[src/rtl/jsu_pkg.sv]
// ----------------------------------------------------------------------------
// jsu_pkg
// Shared types, codes and helpers of the JSON string unescape unit.
// ----------------------------------------------------------------------------
package jsu_pkg;

	localparam int QUEUE_DEPTH = 4;
	localparam int QPTR_W      = $clog2(QUEUE_DEPTH);

	typedef enum logic [2:0] {
		MODE_IDLE    = 3'd0,
		MODE_STR     = 3'd1,
		MODE_ESC     = 3'd2,
		MODE_HEX_HI  = 3'd3,
		MODE_WAIT_BS = 3'd4,
		MODE_WAIT_U  = 3'd5,
		MODE_HEX_LO  = 3'd6
	} mode_t;

	typedef enum logic [1:0] {
		KIND_DATA  = 2'd0,
		KIND_CLOSE = 2'd1,
		KIND_ERROR = 2'd2
	} kind_t;

	localparam logic [3:0] ERR_NONE      = 4'd0;
	localparam logic [3:0] ERR_NO_QUOTE  = 4'd1;
	localparam logic [3:0] ERR_CONTROL   = 4'd2;
	localparam logic [3:0] ERR_ESCAPE    = 4'd3;
	localparam logic [3:0] ERR_HEX       = 4'd4;
	localparam logic [3:0] ERR_PAIR      = 4'd5;
	localparam logic [3:0] ERR_UNPAIRED  = 4'd6;
	localparam logic [3:0] ERR_EOT_STR   = 4'd7;
	localparam logic [3:0] ERR_EOT_ESC   = 4'd8;
	localparam logic [3:0] ERR_EOT_HEX   = 4'd9;

	localparam logic [7:0] CH_QUOTE  = 8'h22;
	localparam logic [7:0] CH_BSLASH = 8'h5C;
	localparam logic [7:0] CH_SLASH  = 8'h2F;
	localparam logic [7:0] CH_LOW_B  = 8'h62;
	localparam logic [7:0] CH_LOW_F  = 8'h66;
	localparam logic [7:0] CH_LOW_N  = 8'h6E;
	localparam logic [7:0] CH_LOW_R  = 8'h72;
	localparam logic [7:0] CH_LOW_T  = 8'h74;
	localparam logic [7:0] CH_LOW_U  = 8'h75;
	localparam logic [7:0] CH_SPACE  = 8'h20;

	// one parsed byte turned into up to four result words
	typedef struct packed {
		logic [2:0]       cnt;
		logic [3:0][7:0]  bytes;
		kind_t            kind;
		logic [3:0]       err;
	} cmd_t;

	typedef struct packed {
		logic [2:0]       cnt;
		logic [3:0][7:0]  bytes;
	} utf8_t;

	// {ok, nibble}
	function automatic logic [4:0] hex_nibble(input logic [7:0] c);
		logic [4:0] r;
		if (c >= 8'h30 && c <= 8'h39) begin
			r = {1'b1, 4'(c - 8'h30)};
		end else if (c >= 8'h61 && c <= 8'h66) begin
			r = {1'b1, 4'(c - 8'h57)};
		end else if (c >= 8'h41 && c <= 8'h46) begin
			r = {1'b1, 4'(c - 8'h37)};
		end else begin
			r = 5'd0;
		end
		return r;
	endfunction

	function automatic utf8_t utf8_encode(input logic [20:0] cp);
		utf8_t r;
		r = '0;
		if (cp <= 21'h7F) begin
			r.cnt      = 3'd1;
			r.bytes[0] = cp[7:0];
		end else if (cp <= 21'h7FF) begin
			r.cnt      = 3'd2;
			r.bytes[0] = {3'b110, cp[10:6]};
			r.bytes[1] = {2'b10, cp[5:0]};
		end else if (cp <= 21'hFFFF) begin
			r.cnt      = 3'd3;
			r.bytes[0] = {4'b1110, cp[15:12]};
			r.bytes[1] = {2'b10, cp[11:6]};
			r.bytes[2] = {2'b10, cp[5:0]};
		end else begin
			r.cnt      = 3'd4;
			r.bytes[0] = {5'b11110, cp[20:18]};
			r.bytes[1] = {2'b10, cp[17:12]};
			r.bytes[2] = {2'b10, cp[11:6]};
			r.bytes[3] = {2'b10, cp[5:0]};
		end
		return r;
	endfunction

endpackage

[src/rtl/jsu_in_if.sv]
// ----------------------------------------------------------------------------
// jsu_in_if
// Input channel: one JSON text byte or an end-of-text mark per word.
// ----------------------------------------------------------------------------
interface jsu_in_if;
	logic       valid;
	logic       ready;
	logic [7:0] text_byte;
	logic       end_of_text;

	modport source(output valid, text_byte, end_of_text, input ready);
	modport sink(input valid, text_byte, end_of_text, output ready);
endinterface

[src/rtl/jsu_out_if.sv]
// ----------------------------------------------------------------------------
// jsu_out_if
// Output channel: one decoded byte, string close or error per word.
// ----------------------------------------------------------------------------
interface jsu_out_if;
	logic       valid;
	logic       ready;
	logic [7:0] out_byte;
	logic [1:0] kind;
	logic [3:0] error_code;
	logic       last_of_run;

	modport source(output valid, out_byte, kind, error_code, last_of_run, input ready);
	modport sink(input valid, out_byte, kind, error_code, last_of_run, output ready);
endinterface

[src/rtl/jsu_front.sv]
// ----------------------------------------------------------------------------
// jsu_front
// Parser: scans one text byte per cycle while the queue has room and turns it into at most one result command.
// ----------------------------------------------------------------------------
module jsu_front
	import jsu_pkg::*;
(
	input  logic       clk,
	input  logic       arst_n,
	jsu_in_if.sink     text,
	input  logic       cmd_ready,
	output logic       cmd_push,
	output cmd_t       cmd
);

	mode_t       mode_q, mode_d;
	logic [15:0] acc_q, acc_d;
	logic [1:0]  dcnt_q, dcnt_d;
	logic [9:0]  held_q, held_d;

	logic        fire;
	logic        fail;
	logic [3:0]  fail_code;
	logic [4:0]  nib;
	logic [15:0] acc_shift;
	logic [20:0] cp_sel;
	utf8_t       enc;
	logic [7:0]  c;

	assign c          = text.text_byte;
	assign fire       = text.valid && cmd_ready;
	assign text.ready = cmd_ready;
	assign cmd_push   = fire && (cmd.cnt != 3'd0);

	assign nib       = hex_nibble(c);
	assign acc_shift = {acc_q[11:0], nib[3:0]};
	assign cp_sel    = (mode_q == MODE_HEX_LO)
		? 21'h10000 + {1'b0, held_q, acc_shift[9:0]}
		: {5'd0, acc_shift};
	assign enc       = utf8_encode(cp_sel);

	always_ff @(posedge clk or negedge arst_n) begin
		if (!arst_n) begin
			mode_q <= MODE_IDLE;
			acc_q  <= '0;
			dcnt_q <= '0;
			held_q <= '0;
		end else if (fire) begin
			mode_q <= mode_d;
			acc_q  <= acc_d;
			dcnt_q <= dcnt_d;
			held_q <= held_d;
		end
	end

	always_comb begin
		mode_d    = mode_q;
		acc_d     = acc_q;
		dcnt_d    = dcnt_q;
		held_d    = held_q;
		cmd       = '0;
		cmd.kind  = KIND_DATA;
		fail      = 1'b0;
		fail_code = ERR_NONE;

		if (text.end_of_text) begin
			unique case (mode_q)
				MODE_IDLE: fail = 1'b0;
				MODE_STR: begin
					fail      = 1'b1;
					fail_code = ERR_EOT_STR;
				end
				MODE_ESC: begin
					fail      = 1'b1;
					fail_code = ERR_EOT_ESC;
				end
				default: begin
					fail      = 1'b1;
					fail_code = ERR_EOT_HEX;
				end
			endcase
			mode_d = MODE_IDLE;
			acc_d  = '0;
			dcnt_d = '0;
			held_d = '0;
		end else begin
			unique case (mode_q)
				MODE_IDLE: begin
					if (c == CH_QUOTE) begin
						mode_d = MODE_STR;
					end else begin
						fail      = 1'b1;
						fail_code = ERR_NO_QUOTE;
					end
				end
				MODE_STR: begin
					if (c == CH_QUOTE) begin
						cmd.cnt  = 3'd1;
						cmd.kind = KIND_CLOSE;
						mode_d   = MODE_IDLE;
						acc_d    = '0;
						dcnt_d   = '0;
						held_d   = '0;
					end else if (c < CH_SPACE) begin
						fail      = 1'b1;
						fail_code = ERR_CONTROL;
					end else if (c == CH_BSLASH) begin
						mode_d = MODE_ESC;
					end else begin
						cmd.cnt      = 3'd1;
						cmd.bytes[0] = c;
					end
				end
				MODE_ESC: begin
					mode_d       = MODE_STR;
					cmd.cnt      = 3'd1;
					unique case (c)
						CH_QUOTE, CH_BSLASH, CH_SLASH: cmd.bytes[0] = c;
						CH_LOW_B: cmd.bytes[0] = 8'h08;
						CH_LOW_F: cmd.bytes[0] = 8'h0C;
						CH_LOW_N: cmd.bytes[0] = 8'h0A;
						CH_LOW_R: cmd.bytes[0] = 8'h0D;
						CH_LOW_T: cmd.bytes[0] = 8'h09;
						CH_LOW_U: begin
							cmd.cnt = 3'd0;
							mode_d  = MODE_HEX_HI;
							acc_d   = '0;
							dcnt_d  = '0;
						end
						default: begin
							cmd.cnt   = 3'd0;
							fail      = 1'b1;
							fail_code = ERR_ESCAPE;
						end
					endcase
				end
				MODE_HEX_HI, MODE_HEX_LO: begin
					if (!nib[4]) begin
						fail      = 1'b1;
						fail_code = ERR_HEX;
					end else if (dcnt_q != 2'd3) begin
						acc_d  = acc_shift;
						dcnt_d = dcnt_q + 2'd1;
					end else begin
						acc_d  = '0;
						dcnt_d = '0;
						if (mode_q == MODE_HEX_HI) begin
							if (acc_shift >= 16'hD800 && acc_shift <= 16'hDBFF) begin
								held_d = acc_shift[9:0];
								mode_d = MODE_WAIT_BS;
							end else if (acc_shift >= 16'hD800 && acc_shift <= 16'hDFFF) begin
								fail      = 1'b1;
								fail_code = ERR_UNPAIRED;
							end else begin
								cmd.cnt   = enc.cnt;
								cmd.bytes = enc.bytes;
								mode_d    = MODE_STR;
							end
						end else begin
							if (acc_shift >= 16'hDC00 && acc_shift <= 16'hDFFF) begin
								cmd.cnt   = enc.cnt;
								cmd.bytes = enc.bytes;
								held_d    = '0;
								mode_d    = MODE_STR;
							end else begin
								fail      = 1'b1;
								fail_code = ERR_PAIR;
							end
						end
					end
				end
				MODE_WAIT_BS: begin
					if (c == CH_BSLASH) begin
						mode_d = MODE_WAIT_U;
					end else begin
						fail      = 1'b1;
						fail_code = ERR_UNPAIRED;
					end
				end
				MODE_WAIT_U: begin
					if (c == CH_LOW_U) begin
						mode_d = MODE_HEX_LO;
						acc_d  = '0;
						dcnt_d = '0;
					end else begin
						fail      = 1'b1;
						fail_code = ERR_UNPAIRED;
					end
				end
				default: begin
					mode_d = MODE_IDLE;
					acc_d  = '0;
					dcnt_d = '0;
					held_d = '0;
				end
			endcase
		end

		if (fail) begin
			cmd       = '0;
			cmd.cnt   = 3'd1;
			cmd.kind  = KIND_ERROR;
			cmd.err   = fail_code;
			mode_d    = MODE_IDLE;
			acc_d     = '0;
			dcnt_d    = '0;
			held_d    = '0;
		end
	end

endmodule

[src/rtl/jsu_queue.sv]
// ----------------------------------------------------------------------------
// jsu_queue
// Short command queue between parser and serializer.
// ----------------------------------------------------------------------------
module jsu_queue
	import jsu_pkg::*;
(
	input  logic clk,
	input  logic arst_n,
	input  logic push,
	input  cmd_t push_cmd,
	output logic full,
	input  logic pop,
	output logic head_valid,
	output cmd_t head
);

	cmd_t              mem_q [QUEUE_DEPTH];
	logic [QPTR_W-1:0] wr_ptr_q;
	logic [QPTR_W-1:0] rd_ptr_q;
	logic [QPTR_W:0]   count_q;
	logic              do_pop;

	assign full       = (count_q == (QPTR_W+1)'(QUEUE_DEPTH));
	assign head_valid = (count_q != '0);
	assign head       = mem_q[rd_ptr_q];
	assign do_pop     = pop && head_valid;

	always_ff @(posedge clk) begin
		if (push) begin
			mem_q[wr_ptr_q] <= push_cmd;
		end
	end

	always_ff @(posedge clk or negedge arst_n) begin
		if (!arst_n) begin
			wr_ptr_q <= '0;
			rd_ptr_q <= '0;
			count_q  <= '0;
		end else begin
			if (push) begin
				wr_ptr_q <= wr_ptr_q + 1'b1;
			end
			if (do_pop) begin
				rd_ptr_q <= rd_ptr_q + 1'b1;
			end
			if (push && !do_pop) begin
				count_q <= count_q + 1'b1;
			end else if (do_pop && !push) begin
				count_q <= count_q - 1'b1;
			end
		end
	end

endmodule

[src/rtl/jsu_back.sv]
// ----------------------------------------------------------------------------
// jsu_back
// Serializer: sends each queued command out as result words, one per cycle while the output is ready.
// ----------------------------------------------------------------------------
module jsu_back
	import jsu_pkg::*;
(
	input  logic     clk,
	input  logic     arst_n,
	input  logic     head_valid,
	input  cmd_t     head,
	output logic     pop,
	jsu_out_if.source result
);

	logic       valid_q;
	logic [7:0] byte_q;
	logic [1:0] kind_q;
	logic [3:0] err_q;
	logic       last_q;
	logic [1:0] idx_q;

	logic       load;
	logic       take;
	logic       is_last;

	assign load    = !valid_q || result.ready;
	assign take    = load && head_valid;
	assign is_last = ({1'b0, idx_q} + 3'd1) == head.cnt;
	assign pop     = take && is_last;

	assign result.valid       = valid_q;
	assign result.out_byte    = byte_q;
	assign result.kind        = kind_q;
	assign result.error_code  = err_q;
	assign result.last_of_run = last_q;

	always_ff @(posedge clk or negedge arst_n) begin
		if (!arst_n) begin
			valid_q <= 1'b0;
			idx_q   <= '0;
		end else if (load) begin
			valid_q <= head_valid;
			if (take) begin
				idx_q <= is_last ? 2'd0 : idx_q + 2'd1;
			end
		end
	end

	always_ff @(posedge clk) begin
		if (take) begin
			byte_q <= head.bytes[idx_q];
			kind_q <= head.kind;
			err_q  <= head.err;
			last_q <= is_last;
		end
	end

endmodule

[src/rtl/json_string_unescape_utf8_unit.sv]
// ----------------------------------------------------------------------------
// json_string_unescape_utf8_unit
// JSON string unescaper with UTF-8 output.
// ----------------------------------------------------------------------------
// Takes one text byte per cycle while the queue has room and gives decoded
// string bytes, a close mark per string and error words, one word per cycle
// while the output is ready. The parser turns each byte into zero to four
// result words; a four-entry command queue feeds a serializer that sends them
// out through an output register, so a \u escape that expands to n UTF-8
// bytes occupies the output for n words while the input keeps flowing until
// the queue fills. A result word passes the queue and the output register.
// After an error the unit is idle and expects an opening quote.
// ----------------------------------------------------------------------------
module json_string_unescape_utf8_unit
	import jsu_pkg::*;
(
	input  logic      clk,
	input  logic      arst_n,
	jsu_in_if.sink    text,
	jsu_out_if.source result
);

	logic cmd_push;
	cmd_t cmd;
	logic q_full;
	logic q_pop;
	logic head_valid;
	cmd_t head;

	jsu_front u_front (
		.clk       (clk),
		.arst_n    (arst_n),
		.text      (text),
		.cmd_ready (!q_full),
		.cmd_push  (cmd_push),
		.cmd       (cmd)
	);

	jsu_queue u_queue (
		.clk        (clk),
		.arst_n     (arst_n),
		.push       (cmd_push),
		.push_cmd   (cmd),
		.full       (q_full),
		.pop        (q_pop),
		.head_valid (head_valid),
		.head       (head)
	);

	jsu_back u_back (
		.clk        (clk),
		.arst_n     (arst_n),
		.head_valid (head_valid),
		.head       (head),
		.pop        (q_pop),
		.result     (result)
	);

endmodule

[src/flat_wrapper.sv]
// flat-port wrapper written by rule: the top's interface ports become plain ports
module json_string_unescape_utf8_unit_flat import jsu_pkg::*;
  (clk, arst_n, text_valid, text_text_byte, text_end_of_text, text_ready, result_valid, result_out_byte, result_kind, result_error_code, result_last_of_run, result_ready);
  jsu_in_if text_i ();
  jsu_out_if result_i ();
  input  logic clk;
  input  logic arst_n;
  input wire logic [$bits(text_i.valid)-1:0] text_valid;
  input wire logic [$bits(text_i.text_byte)-1:0] text_text_byte;
  input wire logic [$bits(text_i.end_of_text)-1:0] text_end_of_text;
  output wire logic [$bits(text_i.ready)-1:0] text_ready;
  output wire logic [$bits(result_i.valid)-1:0] result_valid;
  output wire logic [$bits(result_i.out_byte)-1:0] result_out_byte;
  output wire logic [$bits(result_i.kind)-1:0] result_kind;
  output wire logic [$bits(result_i.error_code)-1:0] result_error_code;
  output wire logic [$bits(result_i.last_of_run)-1:0] result_last_of_run;
  input wire logic [$bits(result_i.ready)-1:0] result_ready;
  assign text_i.valid = text_valid;
  assign text_i.text_byte = text_text_byte;
  assign text_i.end_of_text = text_end_of_text;
  assign text_ready = text_i.ready;
  assign result_valid = result_i.valid;
  assign result_out_byte = result_i.out_byte;
  assign result_kind = result_i.kind;
  assign result_error_code = result_i.error_code;
  assign result_last_of_run = result_i.last_of_run;
  assign result_i.ready = result_ready;
  json_string_unescape_utf8_unit u_core (.clk(clk), .arst_n(arst_n), .text(text_i), .result(result_i));
endmodule
[config.mk]
export PLATFORM = sky130hd
export DESIGN_NAME = json_string_unescape_utf8_unit_flat
export DESIGN_NICKNAME = d
export VERILOG_FILES = /design/src/rtl/jsu_pkg.sv /design/src/rtl/jsu_in_if.sv /design/src/rtl/jsu_out_if.sv /design/src/rtl/jsu_front.sv /design/src/rtl/jsu_queue.sv /design/src/rtl/jsu_back.sv /design/src/rtl/json_string_unescape_utf8_unit.sv /design/src/flat_wrapper.sv
export SDC_FILE = /design/constraint.sdc
export NUM_CORES = 1
export LEC_CHECK = 0
export BUFFER_PORTS_ARGS = -buffer_cell sky130_fd_sc_hd__buf_2
export CAP_MARGIN = 10
export CORE_MARGIN = 5
export CORE_UTILIZATION = 40
export DETAILED_ROUTE_END_ITERATION = 10
export PLACE_DENSITY = 0.56
export SYNTH_ARGS = -nofsm -noshare
export SYNTH_HDL_FRONTEND = slang
export SYNTH_HIERARCHICAL = 1
export SYNTH_SLANG_ARGS = --single-unit
[constraint.sdc]
create_clock -name clk -period 8.2 [get_ports clk]
set_input_delay 0 -clock clk [delete_from_list [all_inputs] [get_ports clk]]
set_output_delay 0 -clock clk [all_outputs]
set_load 0.02 [all_outputs]
==> flow_metrics.env <==
export IMPL_status="complete, no violations"
export IMPL_cts_sinks=216
export IMPL_avgSynthCellArea_um2=15.4
export IMPL_synth_area_leaders="edfxtp_1, dfrtp_1, mux4_2, mux4_1, nor2_1"
export IMPL_synth_ff_type="edfxtp_1"
export IMPL_synthMuxAreaShare=0.121
export IMPL_worst_pin_slew_ps=1130
export IMPL_grt_pass1_wl_mm=37.3
export IMPL_synth_compound_area_frac=0.0976
export IMPL_final_seq_area_mm2=0.00630
export IMPL_cts_tree="built"
export IMPL_ir_worst_vdd_mv=0.172
export IMPL_reg2reg_from="u_core/u_front/mode_q[0]"
export IMPL_yosysSeqAreaShare=0.620
export IMPL_worstPathArrival_ps=4580
export IMPL_synth_top_area_share=0.529
export IMPL_clk_latency_ps=510
export IMPL_synth_simple_area_share=0.0949
export IMPL_slew_headroom=0.245
export IMPL_die_w_um=169
export IMPL_setup_worst_path_end="u_core/u_queue/mem_q[0][8]"
export IMPL_viasPerCell=5.78
export IMPL_fin_skew_ps=14.9
export IMPL_drc=0
export IMPL_worst_setup_path_start_kind="flop"
export IMPL_num_rows=58
export IMPL_place_inst=992
export IMPL_core_area_mm2=0.0251
export IMPL_fill_cells=2263
export IMPL_ys_warnings_count=6
export IMPL_grt_pass1_vias=6124
export IMPL_layout_drive_gt1_share=0.196
export IMPL_hpwl_mm=15.7
export IMPL_crit_path_start="u_core/u_front/mode_q[0]"
export IMPL_yosysUniqueCellTypes=85
export IMPL_fp_dieH_um=169
export IMPL_critPathKind="reg -> reg"
export IMPL_ys_ff_latch=216
export IMPL_io_pins=30
export IMPL_root_buffer="clkbuf_16"
export IMPL_async_flop_share=0.171
export IMPL_synthXorXnorAreaFrac=0.0137
export IMPL_cap_violations=0
export IMPL_setup_viol=0
export IMPL_end_kind="flop"
export IMPL_antenna_found_initial=0
export IMPL_ant_nets=0
export IMPL_synthAdderAreaFrac=0.0180
export IMPL_avgRoutedWirePerCell_um=22.6
export IMPL_hold_viol=0
export IMPL_drt_wl_total_mm=23.5
export IMPL_rrSetupSlack_ps=3730
export IMPL_tns_ps=0
export IMPL_drt_initial_drc_count=551
export IMPL_track_usage=0.166
export IMPL_numCtsBuffers=24
export IMPL_crit_required_ps=8310
export IMPL_dieArea_mm2=0.0287
export IMPL_clkTransAtPathRegs_ps=60
export IMPL_synth_top_family_by_area="multiplexers"
export IMPL_min_period_ps=4470
export IMPL_syn_inst=661
export IMPL_areaGrowthSynthToFinish_pct=11.2
export IMPL_globalplace_congestion=0.897
export IMPL_yosys_area_top_type="edfxtp_1"
export IMPL_cts_resized_gates=0
export IMPL_p_leak_nw=3.93
export IMPL_final_util=0.450
export IMPL_instances_no_fill=1039
export IMPL_multi_input_area_mm2=0.00352
export IMPL_drv_slew=0
export IMPL_layout_nets=718
export IMPL_port_buffers=29
export IMPL_vias=6009
export IMPL_rsz0062_at_grt="no"
export IMPL_synth_edf_count=179
export IMPL_worst_r2r_path_depth=6
export IMPL_grt_max_degree=44
export IMPL_hp_class="in -> reg"
export IMPL_syn_area_mm2=0.0102
export IMPL_drt_pass1_iterations=5
export IMPL_power_density_mw_per_mm2=282
export IMPL_start_util=0.405
export IMPL_htree_levels=1
export IMPL_cts_buffer_depth=3
export IMPL_fin_crit_sh=0.545
export IMPL_r2r_end="u_core/u_queue/mem_q[0][8]"
export IMPL_path_max_fanout=41
export IMPL_grt_overflow_total=0
export IMPL_fmax_mhz=224
export IMPL_diodes=0
worst max-delay path: stages (launching register included):
cell      delay [ps]
dfrtp_1          570
and3b_1          610
nand2b_1         470
nand3_1          340
nand4_2          390
a31oi_1          650
and2_2          1010
routing by layer:
| metal | part of all wire | wire (um) | track usage |
|---|---|---|---|
| met1 | 0.45 | 10500 | 0.240 |
| met2 | 0.49 | 11500 | 0.272 |
| met3 | 0.048 | 1120 | 0.0233 |
| met4 | 0.017 | 409 | 0.0340 |
| met5 | 0 | 0 | 0 |
placed cells by master (no fill, tap or decap), types with 9 or more instances in the layout:
cell type  synthesis  routed
edfxtp_1         179     179
nor2_1            48      48
mux4_2            38      38
dfrtp_1           37      35
buf_2             13      29
nand2_1           28      28
clkbuf_16          0      24
inv_1             22      22
a22o_1            20      20
nor3_1            19      19
a21oi_1           17      17
o21ai_0           17      17
ha_1              13      13
nor4_1            12      12
mux4_1            11      11
a211oi_1          11      11
nand3_1           10      10
xnor2_1            9       9
synthesized netlist by cell type (3+ instances only):
| master | count |
|---|---|
| edfxtp_1 | 179 |
| nor2_1 | 48 |
| mux4_2 | 38 |
| dfrtp_1 | 37 |
| nand2_1 | 28 |
| inv_1 | 22 |
| a22o_1 | 20 |
| nor3_1 | 19 |
| a21oi_1 | 17 |
| o21ai_0 | 17 |
| buf_2 | 13 |
| ha_1 | 13 |
| nor4_1 | 12 |
| a211oi_1 | 11 |
| mux4_1 | 11 |
| nand3_1 | 10 |
| clkbuf_1 | 9 |
| xnor2_1 | 9 |
| a22oi_1 | 8 |
| and2_1 | 7 |
| nand2b_1 | 7 |
| a31oi_1 | 6 |
| buf_4 | 6 |
| a21o_1 | 5 |
| mux2i_1 | 5 |
| nand3b_1 | 5 |
| o22ai_1 | 5 |
| xor2_1 | 5 |
| and3_1 | 4 |
| buf_12 | 4 |
| buf_6 | 4 |
| o21a_1 | 3 |
| o221ai_1 | 3 |
| o31ai_1 | 3 |
| or4_1 | 3 |
flip-flops by register name (all words and copies together) (netlist names):
signal,cells
u_core/u_back/result.last_of_run,1
u_core/u_back/result.kind,2
u_core/u_back/result.out_byte,8
u_core/u_queue/rd_ptr_q,2
u_core/u_front/held_q,10
u_core/u_queue/count_q,3
u_core/u_back/result.valid,1
u_core/u_front/dcnt_q,2
u_core/u_back/idx_q,2
u_core/u_queue/mem_q,164
u_core/u_front/acc_q,12
u_core/u_front/mode_q,3
u_core/u_back/result.error_code,4
u_core/u_queue/wr_ptr_q,2
how the worst min path moves through the flow:
stage,depth (start not counted),slack (ps),startpoint,end
finish,3,80,text_text_byte[1],u_core/u_queue/mem_q[0][7]
global route,3,50,text_text_byte[1],u_core/u_queue/mem_q[1][7]
CTS,3,30,text_text_byte[1],u_core/u_queue/mem_q[0][7]
detailed placement,1,170,arst_n,u_core/u_front/acc_q[7]
global placement,1,160,arst_n,u_core/u_front/acc_q[7]
floorplan,0,-300,arst_n,u_core/u_back/idx_q[0]
what timing repair did:
action,4_1_cts,5_1_grt
buffers inserted,0,0
setup endpoints to repair,0,0
hold buffers,3,0
hold endpoints to repair,40,0
per-stage QoR:
| step | area (um2) | setup slack (ps) | total power [mW] | hold slack (ps) |
|---|---|---|---|---|
| 6_report | 11300 | 3730 | 3.19 | 75.0 |
| 5_1_grt | 11300 | 3310 | 3.37 | 47.8 |
| 4_1_cts | 11300 | 3740 | 3.25 | 25.5 |
| 3_5_place_dp | 10500 | 3730 | 2.24 | 173 |
| 3_3_place_gp | 10500 | 3880 | 2.22 | 158 |
| 2_1_floorplan | 10200 | 4600 | 2.07 | -296 |
layout make-up:
cell class	instances	area share
multi-input combinational	389	0.312
tap	330	0.0365
clock buffer	35	0.0595
timing repair buffer	38	0.0195
sequential	216	0.558
inverter	22	0.00731
clock inverter	9	0.00753
cell families (layout without fill, tap and decap cells):
group                      count (synthesis)  after routing
AOI/OAI and AO/OA                        129            129
adders and majority gates                 14             14
muxes                                     57             57
and+or+nand+nor                          171            171
other                                      1              3
buffers and inverters                     58            104
DFF                                      216            216
xor gates and xnor gates                  15             15
power by group:
group | internal (mW) | switching (mW) | leakage, nW
clock network | 0.601 | 0.402 | 0.365
logic | 0.353 | 0.360 | 1.38
registers | 1.36 | 0.113 | 2.18
Power figures use the tool's default switching activity.
